## src/sv/blt_pkg.sv

```systemverilog
// ----------------------------------------------------------------------------
// blt_pkg
// shared types and constants of the bracketed list tokenizer
// ----------------------------------------------------------------------------
package blt_pkg;

  localparam int unsigned CharWidth  = 8;
  localparam int unsigned CountWidth = 16;

  // saturation limit of the element counter
  localparam logic [CountWidth-1:0] MAX_ELEMENTS = 16'd65535;

  localparam logic [CharWidth-1:0] OPEN_CHAR_RESET  = 8'd123;
  localparam logic [CharWidth-1:0] CLOSE_CHAR_RESET = 8'd125;
  localparam logic [CharWidth-1:0] BACKSLASH        = 8'h5C;

  // escape letters and the control codes they stand for
  localparam logic [CharWidth-1:0] CHAR_N   = 8'h6E;
  localparam logic [CharWidth-1:0] CHAR_T   = 8'h74;
  localparam logic [CharWidth-1:0] CHAR_R   = 8'h72;
  localparam logic [CharWidth-1:0] CHAR_V   = 8'h76;
  localparam logic [CharWidth-1:0] CODE_LF  = 8'h0A;
  localparam logic [CharWidth-1:0] CODE_TAB = 8'h09;
  localparam logic [CharWidth-1:0] CODE_CR  = 8'h0D;
  localparam logic [CharWidth-1:0] CODE_VT  = 8'h0B;

  // apb register map, index taken from paddr[2]
  localparam logic REG_OPEN_CHAR  = 1'b0;
  localparam logic REG_CLOSE_CHAR = 1'b1;

  typedef enum logic [1:0] {
    KIND_DATA  = 2'd0,
    KIND_CLOSE = 2'd1,
    KIND_END   = 2'd2
  } blt_kind_e;

  typedef struct packed {
    logic                  in_element;
    logic                  escape_pending;
    logic                  error_seen;
    logic [CountWidth-1:0] element_counter;
  } blt_state_t;

  typedef struct packed {
    blt_kind_e             kind;
    logic [CharWidth-1:0]  char_out;
    logic                  inside_element;
    logic [CountWidth-1:0] element_index;
    logic                  bad_value;
    logic [CountWidth-1:0] element_count;
  } blt_result_t;

endpackage

```

## src/sv/blt_step.sv

```systemverilog
// ----------------------------------------------------------------------------
// blt_step
// per-character state update and result generation of the tokenizer
// ----------------------------------------------------------------------------
module blt_step #(
  parameter logic [blt_pkg::CountWidth-1:0] MaxElements = blt_pkg::MAX_ELEMENTS
) (
  input  blt_pkg::blt_state_t            state_i,
  input  logic [blt_pkg::CharWidth-1:0]  char_i,
  input  logic                           end_of_string_i,
  input  logic [blt_pkg::CharWidth-1:0]  open_char_i,
  input  logic [blt_pkg::CharWidth-1:0]  close_char_i,
  output blt_pkg::blt_state_t            state_o,
  output logic                           has_result_o,
  output blt_pkg::blt_result_t           result_o
);
  import blt_pkg::*;

  function automatic logic [CharWidth-1:0] decode_escape(input logic [CharWidth-1:0] c);
    logic [CharWidth-1:0] r;
    case (c)
      CHAR_N:  r = CODE_LF;
      CHAR_T:  r = CODE_TAB;
      CHAR_R:  r = CODE_CR;
      CHAR_V:  r = CODE_VT;
      default: r = c;
    endcase
    return r;
  endfunction

  logic [CountWidth-1:0] cur_index;

  assign cur_index = (state_i.element_counter == '0) ? '0
                   : state_i.element_counter - CountWidth'(1);

  always_comb begin
    state_o      = state_i;
    has_result_o = 1'b0;
    result_o     = '{kind: KIND_DATA, char_out: char_i, inside_element: state_i.in_element,
                     element_index: cur_index, bad_value: 1'b0, element_count: '0};
    if (end_of_string_i) begin
      has_result_o           = 1'b1;
      result_o.kind          = KIND_END;
      result_o.char_out      = '0;
      result_o.inside_element = 1'b0;
      result_o.element_index = '0;
      result_o.bad_value     = state_i.error_seen | state_i.in_element;
      result_o.element_count = state_i.element_counter;
      state_o                = '0;
    end else if (state_i.escape_pending) begin
      state_o.escape_pending = 1'b0;
      has_result_o           = 1'b1;
      result_o.char_out      = decode_escape(char_i);
    end else if (char_i == open_char_i && !state_i.in_element) begin
      state_o.in_element = 1'b1;
      if (state_i.element_counter < MaxElements) begin
        state_o.element_counter = state_i.element_counter + CountWidth'(1);
      end
    end else if (char_i == close_char_i) begin
      if (state_i.in_element) begin
        state_o.in_element      = 1'b0;
        has_result_o            = 1'b1;
        result_o.kind           = KIND_CLOSE;
        result_o.char_out       = '0;
        result_o.inside_element = 1'b0;
      end else begin
        state_o.error_seen = 1'b1;
      end
    end else if (char_i == BACKSLASH) begin
      state_o.escape_pending = 1'b1;
    end else begin
      has_result_o = 1'b1;
    end
  end

endmodule

```

## src/sv/bracketed_list_tokenizer_core.sv

```systemverilog
// ----------------------------------------------------------------------------
// bracketed_list_tokenizer_core
// streaming splitter of a delimited list string, one character per beat
// ----------------------------------------------------------------------------
// Takes one character per input beat and an end beat (tlast high) that closes
// the string. The block sustains one beat per cycle in both directions while
// the output is not stalled; a taken input beat passes the input register,
// then the result register, before its result is on the output. A beat that
// yields no result (delimiter, backslash, unmatched close) is consumed
// silently. The single-pass flag and counter update between the two
// registers sets the rate. Each output beat carries its kind in tuser:
// data character, element closed or end status. On end status bad_value flags
// mismatched delimiters (an unclosed element counts) and element_count gives
// the number of opened elements, saturating at MaxElements; all tokenizer
// state then clears. Delimiter codes live in two apb registers (open at 0x0,
// close at 0x4) and may only be rewritten while the block idles.
module bracketed_list_tokenizer_core #(
  parameter logic [blt_pkg::CountWidth-1:0] MaxElements = blt_pkg::MAX_ELEMENTS
) (
  input  logic        clk_i,
  input  logic        rst_ni,
  // configuration
  input  logic        psel,
  input  logic        penable,
  input  logic        pwrite,
  input  logic [2:0]  paddr,
  input  logic [31:0] pwdata,
  output logic [31:0] prdata,
  output logic        pready,
  // input characters
  input  logic        s_axis_tvalid,
  output logic        s_axis_tready,
  input  logic [7:0]  s_axis_tdata,   // [7:0] char_in
  input  logic        s_axis_tlast,   // end_of_string
  // results
  output logic        m_axis_tvalid,
  input  logic        m_axis_tready,
  // [7:0] char_out, [8] inside_element, [24:9] element_index, [25] bad_value,
  // [41:26] element_count, [47:42] zero
  output logic [47:0] m_axis_tdata,
  output logic [1:0]  m_axis_tuser    // [1:0] kind
);
  import blt_pkg::*;

  // delimiter registers
  logic [CharWidth-1:0] open_char_q, close_char_q;
  logic                 cfg_write;

  // input stage
  logic                 in_valid_q, in_valid_d;
  logic [CharWidth-1:0] in_char_q;
  logic                 in_eos_q;

  // tokenizer state
  blt_state_t           state_q, state_d;

  // result stage
  logic                 out_valid_q, out_valid_d;
  blt_result_t          out_q, result;
  logic                 has_result;

  logic                 advance;   // result register can take a new value
  logic                 consume;   // input stage item is processed this cycle
  logic                 in_accept;

  assign pready    = 1'b1;
  assign cfg_write = psel & penable & pwrite;

  always_comb begin
    prdata = '0;
    case (paddr[2])
      REG_OPEN_CHAR:  prdata[CharWidth-1:0] = open_char_q;
      REG_CLOSE_CHAR: prdata[CharWidth-1:0] = close_char_q;
      default:        prdata = '0;
    endcase
  end

  always_ff @(posedge clk_i or negedge rst_ni) begin
    if (!rst_ni) begin
      open_char_q  <= OPEN_CHAR_RESET;
      close_char_q <= CLOSE_CHAR_RESET;
    end else if (cfg_write) begin
      if (paddr[2] == REG_OPEN_CHAR) begin
        open_char_q <= pwdata[CharWidth-1:0];
      end else begin
        close_char_q <= pwdata[CharWidth-1:0];
      end
    end
  end

  // handshake: the input stage frees up whenever its item moves on, so a
  // held result does not stop the next beat unless the result is stalled
  assign advance       = ~out_valid_q | m_axis_tready;
  assign consume       = in_valid_q & advance;
  assign s_axis_tready = ~in_valid_q | advance;
  assign in_accept     = s_axis_tvalid & s_axis_tready;

  assign in_valid_d  = in_accept | (in_valid_q & ~consume);
  assign out_valid_d = advance ? (consume & has_result) : out_valid_q;

  blt_step #(
    .MaxElements (MaxElements)
  ) u_step (
    .state_i         (state_q),
    .char_i          (in_char_q),
    .end_of_string_i (in_eos_q),
    .open_char_i     (open_char_q),
    .close_char_i    (close_char_q),
    .state_o         (state_d),
    .has_result_o    (has_result),
    .result_o        (result)
  );

  always_ff @(posedge clk_i or negedge rst_ni) begin
    if (!rst_ni) begin
      in_valid_q  <= 1'b0;
      out_valid_q <= 1'b0;
      state_q     <= '0;
    end else begin
      in_valid_q  <= in_valid_d;
      out_valid_q <= out_valid_d;
      if (consume) begin
        state_q <= state_d;
      end
    end
  end

  // payload registers
  always_ff @(posedge clk_i) begin
    if (in_accept) begin
      in_char_q <= s_axis_tdata;
      in_eos_q  <= s_axis_tlast;
    end
    if (consume) begin
      out_q <= result;
    end
  end

  assign m_axis_tvalid = out_valid_q;
  assign m_axis_tuser  = out_q.kind;
  assign m_axis_tdata  = {6'b0, out_q.element_count, out_q.bad_value, out_q.element_index,
                          out_q.inside_element, out_q.char_out};

endmodule

```

## config.mk

```make
export PLATFORM = sky130hd
export DESIGN_NAME = bracketed_list_tokenizer_core
export DESIGN_NICKNAME = d
export VERILOG_FILES = /design/src/sv/blt_pkg.sv /design/src/sv/blt_step.sv /design/src/sv/bracketed_list_tokenizer_core.sv
export SDC_FILE = /design/constraint.sdc
export NUM_CORES = 1
export LEC_CHECK = 0
export ABC_AREA = 1
export BUFFER_PORTS_ARGS = -buffer_cell sky130_fd_sc_hd__buf_2
export CORE_AREA = 2 2 101 103
export DETAILED_ROUTE_END_ITERATION = 6
export DIE_AREA = 0 0 103 105
export MAX_ROUTING_LAYER = met4
export PLACE_DENSITY_LB_ADDON = 0.3
export SYNTH_ARGS = -nofsm -noshare
export SYNTH_HDL_FRONTEND = slang
export SYNTH_SLANG_ARGS = --single-unit
```

## constraint.sdc

```tcl
create_clock -name clk_i -period 2.16 [get_ports clk_i]
set_input_delay 0.432 -clock clk_i [delete_from_list [all_inputs] [get_ports clk_i]]
set_output_delay 0.432 -clock clk_i [all_outputs]
set_load 0.03 [all_outputs]
```

== Word level (Yosys, flattened, before mapping) ==
Index checks and enable logic that the tools add are counted.

* Word-level logic and storage cells: 86
* Output and inout port bits: 85
* Register bits after elaboration: 90
* Input bits: 51

* Muxes and demuxes: 27
* Order comparisons: 1
* Bitwise logic cells: 15
* Reductions and logical operators: 14
* Add/subtract/negate cells: 2
* Equal/unequal tests: 10

{| class="wikitable"
|+ Operator list
! operator !! number
|-
| $eq 8x7->1 const B || 5
|-
| $mux 16 || 2
|-
| $pmux 8 s4 || 1
|-
| $mux 10 || 2
|-
| $mux 19 || 1
|-
| $mux 17 || 1
|-
| $add 16x1->16 const B || 1
|-
| $eq 8x8->1 || 2
|-
| $logic_not 16->1 || 1
|-
| $lt 16x16->1 const B || 1
|-
| $pmux 8 s2 || 1
|-
| $sub 16x1->16 const B || 1
|-
| $mux 1 || 15
|-
| $mux 11 || 1
|-
| $mux 8 || 1
|-
| $and 1x1->1 || 6
|-
| $ne 2x2->1 const B || 3
|-
| $reduce_bool 2->1 || 3
|-
| $not 1->1 || 5
|-
| $reduce_and 5->1 || 1
|-
| $mux 2 || 2
|-
| $or 1x1->1 || 4
|-
| $reduce_and 2->1 || 2
|-
| $reduce_and 4->1 || 1
|-
| other kinds (6) || 6
|}

== Longest topological paths before layout ==
Gate-level depths: netlist of run 1.

* Depth in word-level cells: 7
* Gate-level depth with buffers: 12
* Mapped depth without buffers: 12

== Modules after synthesis ==
A second synthesis of run 1 with hierarchy kept.

* Cell total of the unflattened synthesis: 685
* Area total of the unflattened synthesis: 5335.1 um^2

{| class="wikitable"
|+ By module, submodules not included
! module !! times used !! seq. area each (um^2) !! area an instance (um^2) !! cells an instance
|-
| bracketed_list_tokenizer_core || 1 || 2532.4 || 3412.0 || 275
|-
| blt_step || 1 || 0.0 || 1923.1 || 410
|}

== Worst setup path after synthesis of run 1 ==
OpenSTA, ideal clock, no wires.

* Path kind: register to register
* Start: reg out_valid_q, in the netlist m_axis_tvalid
* End: reg out_q, in the netlist m_axis_tdata[0], enable pin
* Arrival: 1584 ps
* Library setup time: 400 ps
* Required time: 1760 ps
* Stages on the path, launching flop included: 4
* Path buffers: 0
* Period minus slack after synthesis: 1984 ps
* Path slack: 176 ps
* Path through: dfrtp_1 > nand2_1 > nand2_1 > inv_1

* Cells in the longest elaborated chain, start to end: 3

{| class="wikitable"
|+ Ends and longest elaborated chain
! item !! RTL line !! source
|-
| start, declared || bracketed_list_tokenizer_core.sv:58 || <nowiki>logic out_valid_q, out_valid_d;</nowiki>
|-
| start signal, assigned || bracketed_list_tokenizer_core.sv:121 || <nowiki>out_valid_q <= out_valid_d;</nowiki>
|-
| $not 1->1 || bracketed_list_tokenizer_core.sv:93 || <nowiki>assign advance = ~out_valid_q | m_axis_tready;</nowiki>
|-
| $or 1x1->1 || bracketed_list_tokenizer_core.sv:93 ||
|-
| $and 1x1->1 || bracketed_list_tokenizer_core.sv:94 || <nowiki>assign consume = in_valid_q & advance;</nowiki>
|-
| named net consume || bracketed_list_tokenizer_core.sv:63 || <nowiki>logic consume;</nowiki>
|-
| end signal, assigned || bracketed_list_tokenizer_core.sv:135 || <nowiki>out_q <= result;</nowiki>
|-
| end, declared || bracketed_list_tokenizer_core.sv:59 || <nowiki>blt_result_t out_q, result;</nowiki>
|}

The timed path passes the listed nets, and every way through them passes these cells.
A chain may end at the register's enable or synchronous reset.

== Final worst setup path of run 1 ==
* Start: reg in_char_q[1]
* End: reg out_q, in the netlist m_axis_tdata[5], data pin

* Cells in the longest elaborated chain, start to end: 4
* Elaborated cells between the ends (all ways): 11
* Those cells by class: eq/ne: 6; mux: 4; reduce/logical: 1

{| class="wikitable"
|+ Ends and longest elaborated chain
! item !! RTL line !! source
|-
| start, declared || bracketed_list_tokenizer_core.sv:51 || <nowiki>logic [CharWidth-1:0] in_char_q;</nowiki>
|-
| start signal, assigned || bracketed_list_tokenizer_core.sv:131 || <nowiki>in_char_q <= s_axis_tdata;</nowiki>
|-
| $eq 8x8->1, on equally long branches || blt_step.sv:59, blt_step.sv:54 ||
|-
| $mux 10 or $logic_and 1x1->1 (tied branches) || blt_step.sv:59, blt_step.sv:54 ||
|-
| $mux 11 || blt_step.sv:54 || <nowiki>end else if (char_i == open_char_i && !state_i.in_element) begin</nowiki>
|-
| $mux 8 * || blt_step.sv:50 || <nowiki>end else if (state_i.escape_pending) begin</nowiki>
|}

Mark *: on every way between the ends. The rest lies on a longest branch, timed or not.

==> reports/qor.yml, run 1 <==
outcome: "finished clean"
cp-endpoint: "m_axis_tdata[5]$_SDFFCE_PP0P_"
fin_worst_skew_ps: 9.99
die_w_um: 103
ff2ff_setup_slack_ps: 250
route.detailed.wl_per_inst_um: 12.8
p_switching_w: 0.00130
end_kind: "flop"
htree_levels: 3
p_leak_nw: 2.83
routed_wl_mm: 10.4
clock_latency_ps: 370
post-route-drc-count: 0
synth.largest_area_cell: "edfxtp_1"
synthTopCellsByArea: "edfxtp_1 32%, dfrtp_1 12%, nand2_1 12%"
synthXorXnorAreaFrac_pct: 2.44
port_buffers: 78
synth-main-ff-cell: "edfxtp_1"
cts_tree: "yes"
n_antenna_cell: 0
hold_class: "input pin to asynchronous set/reset pin"
place_congestion: 0.915
slowest_stage: "edfxtp_1"
initial_core_util_pct: 52.1
cts_sinks: 90
rows: 36
layout_common_cells: "162 x nand2_1, 78 x buf_2, 74 x inv_1"
dr.pass1.iters: 7
syn-mean-instance-area_um2: 8.41
postCtsSetupBuffers: 0
grt_util_all_layers_pct: 20.9
drv_cap: 0
clk_pin_slew_ps: 80
power.clock.fraction_pct: 27.5
layout_worst_path_cycle_share_pct: 88.6
die_area_mm2: 0.0108
cp.required_ps: 2280
ios: 136
setup-tns-final_ps: 0
cts_resized: 0
post-place-ws_ps: 289
synth.distinct_cells: 34
grt_max_degree: 46
area_delta_synth_final_pct: 11.4
fillCellCount: 894
netlist_instances: 597
comb_power_share_pct: 20.0
overflow: 0
ys_ff_latch: 90
ys_warn_count: 0
cts.path.max_buffers: 2
hold_buffers: 0
ys_async_sr_fraction_pct: 41.1
crit_start: "in_char_q[1]$_DFFE_PP_"
ir_worst_vdd_mv: 0.516
power.density_mw_per_mm2: 729
cp_cell_sequence: "inv_1 > nand2_1 > nand2_1 > inv_1 > nor2_1 > nand2_1 > nor2_1 > nand3_1 > nand3_1 > nor2_1"
r2r_end: "m_axis_tdata[5]$_SDFFCE_PP0P_"
p_int_w: 0.00278
crit_buf_inv: 2
core_area_mm2: 0.00964
final_common_cell: "nand2_1"
vias: 4018
worstMarginPinSlew_ps: 859
hold_ws_ps: 168
worst_slack_ps: 246
nets: 727
timing.slew.headroom_pct: 42.7
postRouteAntennaNets: 0
finalHoldViolations: 0
yosys.area.top_type_share_pct: 31.7
layout-drive-gt1-share_pct: 22.3
die_h_um: 105
post-route-util_pct: 58.1
worstPathMaxFanout: 6
cp.arrival_ps: 2040
rr_startpoint: "in_char_q[1]$_DFFE_PP_"
synth_top_family_by_area: "simple AND/OR/NAND/NOR gates"
rr_worst_depth: 10
period_needed_ps: 1910
path_delay_family: "simple AND/OR/NAND/NOR gates"
final-max-slew-violation-count: 0
first_iter_violations: 400
crit_type: "flop to flop"
grt_pass1_wl_mm: 17.0
grt_pass1_vias: 3509
synth-compound-area-share_pct: 7.57
dp.final_hpwl_mm: 7.71
rsz0062_at_grt: "no"
pwr-share-seq_pct: 52.5
setup_viol: 0
switching_share_pct: 31.8
synth.area.mux_share_pct: 0
synthAdderAreaFrac_pct: 0.747
yosysSeqAreaShare_pct: 50.4
max_clock_freq_ghz: 0.523
crit_path_start_kind: "flop"
critPathMaxStageDelay_ps: 510
synth.cell_area_mm2: 0.00502
cp_num_cells: 10
via_per_inst: 4.95
yosys.area_share.simple_pct: 25.2
synth_edf_count: 53
antenna_found_initial: 0
cts-buffers-inserted: 9
cts_root_buf: "clkbuf_8"
## area by class of cell
| type | count | area (um2) | area share (%) |
|---|---|---|---|
| well taps | 133 | 166 | 2.97 |
| multi-input cells | 405 | 1920 | 34.4 |
| inverters | 76 | 285 | 5.10 |
| clock inverters | 5 | 56.3 | 1.01 |
| clock buffers | 11 | 131 | 2.35 |
| flip-flops and latches | 90 | 2530 | 45.2 |
| repair buffers | 91 | 500 | 8.94 |
## stage by stage
stage | cells | total power [W] | area (um2)
2_1_floorplan | 626 | 0.00282 | 5130
3_3_place_gp | 795 | 0.00298 | 5410
3_5_place_dp | 795 | 0.00300 | 5410
4_1_cts | 811 | 0.00410 | 5600
5_1_grt | 811 | 0.00429 | 5600
6_report | 811 | 0.00408 | 5600
## sequential cells by signal, indices dropped and copies added (netlist names)
name	flops
open_char_q	8
m_axis_tvalid	1
in_eos_q	1
state_q	19
m_axis_tuser	2
close_char_q	8
m_axis_tdata	42
in_char_q	8
in_valid_q	1
## how the worst min path moves through the flow
stage | endpoint | slack (ps) | depth (start not counted)
after CTS | open_char_q[2]$_DFFE_PN0P_ | 190 | 1
after detailed placement | open_char_q[3]$_DFFE_PN1P_ | 490 | 2
after floorplan | close_char_q[1]$_DFFE_PN0P_ | 140 | 0
after global routing | in_char_q[3]$_DFFE_PP_ | 210 | 1
after global placement | open_char_q[3]$_DFFE_PN1P_ | 480 | 2
final | open_char_q[2]$_DFFE_PN0P_ | 170 | 1
## layer usage
layer | up-vias | global-route usage (%) | share of wire, % | wire (um)
met1 | 1825 | 31.0 | 46 | 4820
met4 | 0 | 5.08 | 1.1 | 111
li1 | 1993 | - | - | -
met3 | 9 | 5.08 | 8.8 | 917
met2 | 191 | 28.9 | 44 | 4520
met5 | - | - | 0 | 0
## synth_stat cells, types with 2 or more instances
library cell / count
nor2_2: 3
buf_4: 34
ha_1: 3
or2_2: 6
edfxtp_1: 53
clkbuf_1: 6
nand4_1: 9
nand3_1: 38
nand3_2: 2
nor2_1: 49
dfrtp_1: 25
nor3_1: 10
buf_6: 6
a21oi_1: 13
or2_1: 3
o21ai_2: 14
inv_1: 75
o21ai_0: 34
clkbuf_2: 2
buf_2: 7
dfstp_2: 12
xnor2_1: 4
xor2_1: 10
nand2_2: 7
conb_1: 2
nand2_1: 162
## cell families (layout without fill, tap and decap cells)
logic type      count (synthesis)  count (layout)
other cells                     2              31
compound gates                 64              64
buf+inv                       131             183
fa+ha+maj                       3               3
simple gates                  293             293
flops                          90              90
xor+xnor                       14              14
## power by group through the flow
stage                     clock network [W]  logic [W]  registers [W]
final                               0.00112   0.000817        0.00214
after global routing                0.00123   0.000896        0.00216
after CTS                           0.00113   0.000822        0.00214
after detailed placement                  0   0.000819        0.00218
after global placement                    0   0.000805        0.00217
after floorplan                           0   0.000501        0.00232
Power figures use the tool's default switching activity.
==> run 2, diff against run 1 <==
--- a/config.mk
+++ b/config.mk
@@ -7,9 +7,10 @@
 export LEC_CHECK = 0
 export ABC_AREA = 1
 export BUFFER_PORTS_ARGS = -buffer_cell sky130_fd_sc_hd__buf_2
-export CORE_AREA = 2 2 101 103
+export CORE_AREA = 2 2 116 118
 export DETAILED_ROUTE_END_ITERATION = 6
-export DIE_AREA = 0 0 103 105
+export DIE_AREA = 0 0 118 120
+export GPL_TIMING_DRIVEN = 0
 export MAX_ROUTING_LAYER = met4
 export PLACE_DENSITY_LB_ADDON = 0.3
 export SYNTH_ARGS = -nofsm -noshare
==> run 2 against run 1 <==
Against the previous run:
- combinational power is 9.9% higher
- critical path depth is 2 lower
- sequential power about the same
- clock skew shrank 3.4 ps
- critical path type unchanged
- highest routed layer unchanged
==> reports/qor.yml, run 2 (synthesis results as in run 1) <==
clock_latency_ps: 350
clk_pin_slew_ps: 60
cts-buffers-inserted: 9
layout-drive-gt1-share_pct: 26.5
port_buffers: 78
ir_worst_vdd_mv: 0.395
largest_reg_flops: 42
first_iter_violations: 233
p_int_w: 0.00323
multi_input_area_mm2: 0.00193
layout_worst_path_cycle_share_pct: 89.9
max_clock_freq_ghz: 0.515
setup-tns-final_ps: 0
hold_class: "input pin to asynchronous set/reset pin"
crit_path_start_kind: "flop"
timing.slew.headroom_pct: 39.5
cts_root_buf: "clkbuf_16"
rsz0062_at_grt: "no"
cts_tree: "yes"
pwr-share-seq_pct: 46.7
hold_ws_ps: 197
routed_wl_mm: 11.6
place_congestion: 0.908
finalHoldViolations: 0
cts_sinks: 90
setup_viol: 0
grt_pass1_vias: 3919
cp.required_ps: 2250
end_kind: "flop"
antenna_found_initial: 0
htree_levels: 3
finalInstanceArea_mm2: 0.00606
power.density_mw_per_mm2: 756
rr_startpoint: "state_q[10]$_DFFE_PN0P_"
area_delta_synth_final_pct: 20.7
power.clock.fraction_pct: 33.7
postPlaceCellArea_mm2: 0.00576
post-route-drc-count: 0
fin_worst_skew_ps: 6.59
drv_cap: 0
p_switching_w: 0.00136
initial_core_util_pct: 38.7
ios: 136
cts.path.max_buffers: 2
fillCellCount: 1312
final-max-slew-violation-count: 0
postRouteAntennaNets: 0
die_w_um: 118
grt_max_degree: 44
rr_worst_depth: 8
nets: 770
via_per_inst: 4.49
route.detailed.wl_per_inst_um: 13.0
final_common_cell: "nand2_1"
grt_pass1_wl_mm: 19.2
dr.pass1.iters: 6
layout_common_cells: "161 x nand2_1, 85 x buf_2, 73 x inv_1"
worstMarginPinSlew_ps: 907
core_area_mm2: 0.0130
post-route-util_pct: 46.7
p_total_w: 0.00458
vias: 4030
rows: 42
r2r_end: "m_axis_tdata[20]$_SDFFCE_PP0P_"
hold_buffers: 0
n_antenna_cell: 0
p_leak_nw: 3.09
die_h_um: 120
ff2ff_setup_slack_ps: 220
crit_type: "flop to flop"
period_needed_ps: 1940
die_area_mm2: 0.0142
overflow: 0
switching_share_pct: 29.6
dp.final_hpwl_mm: 8.56
register_area_mm2: 0.00253
cp.arrival_ps: 2030
grt_util_all_layers_pct: 17.9
comb_power_share_pct: 19.6
outcome: "finished clean"
worstPathMaxFanout: 10
## run 2: worst max-delay path, cell delays in order, from the launching register on
cell,delay [ps]
dfrtp_1,350
buf_2,180
nor2_1,310
inv_1,70
nor3_1,250
nand3_1,140
nand2_2,160
buf_6,160
a21oi_1,50
## run 2: layout make-up
cell class | instances | area share [%]
Sequential cell | 90 | 41.8
Multi-Input combinational cell | 405 | 31.9
Timing Repair Buffer | 79 | 6.77
Buffer | 55 | 6.44
Inverter | 76 | 4.71
Clock buffer | 13 | 4.13
Tap cell | 176 | 3.63
Clock inverter | 3 | 0.640
## run 2: timing repair
action,CTS,global route
gates resized for setup,0,4
endpoints found under the setup margin,0,3
buffers inserted,0,0
endpoints found under the hold margin,0,0
## run 2: power groups by stage
stage	combinational (W)	clock [W]	sequential (W)
final	0.000898	0.00154	0.00214
after floorplan	0.000501	0	0.00232
after CTS	0.000907	0.00159	0.00214
after global placement	0.000884	0	0.00217
after detailed placement	0.000905	0	0.00217
after global routing	0.000991	0.00165	0.00216
## run 2: metrics by stage
step,instances,setup WS (ps)
final,897,219
after global routing,897,8.86
after floorplan,626,176
after detailed placement,881,78.5
after CTS,897,58.9
after global placement,880,-253
## run 2: worst max path at each step
stage                                    from                        endpoint  slack, ps  depth (start not counted)
detailed placement     state_q[0]$_DFFE_PN0P_  m_axis_tdata[17]$_SDFFCE_PP0P_         80                         10
CTS                    state_q[0]$_DFFE_PN0P_  m_axis_tdata[17]$_SDFFCE_PP0P_         60                         10
finish                state_q[10]$_DFFE_PN0P_  m_axis_tdata[20]$_SDFFCE_PP0P_        220                          8
global route          state_q[11]$_DFFE_PN0P_  m_axis_tdata[17]$_SDFFCE_PP0P_          9                          8
global placement                m_axis_tready  m_axis_tdata[31]$_SDFFCE_PN0P_       -250                          5
floorplan           m_axis_tvalid$_DFFE_PN0P_   m_axis_tdata[0]$_SDFFCE_PP0P_        180                          3
## run 2: layer usage
layer,vias to the layer above,routed length (um),track usage [%]
met3,12,479,3.14
met5,-,0,-
met4,0,209,7.45
li1,2088,-,-
met1,1829,5190,21.4
met2,101,5750,30.2
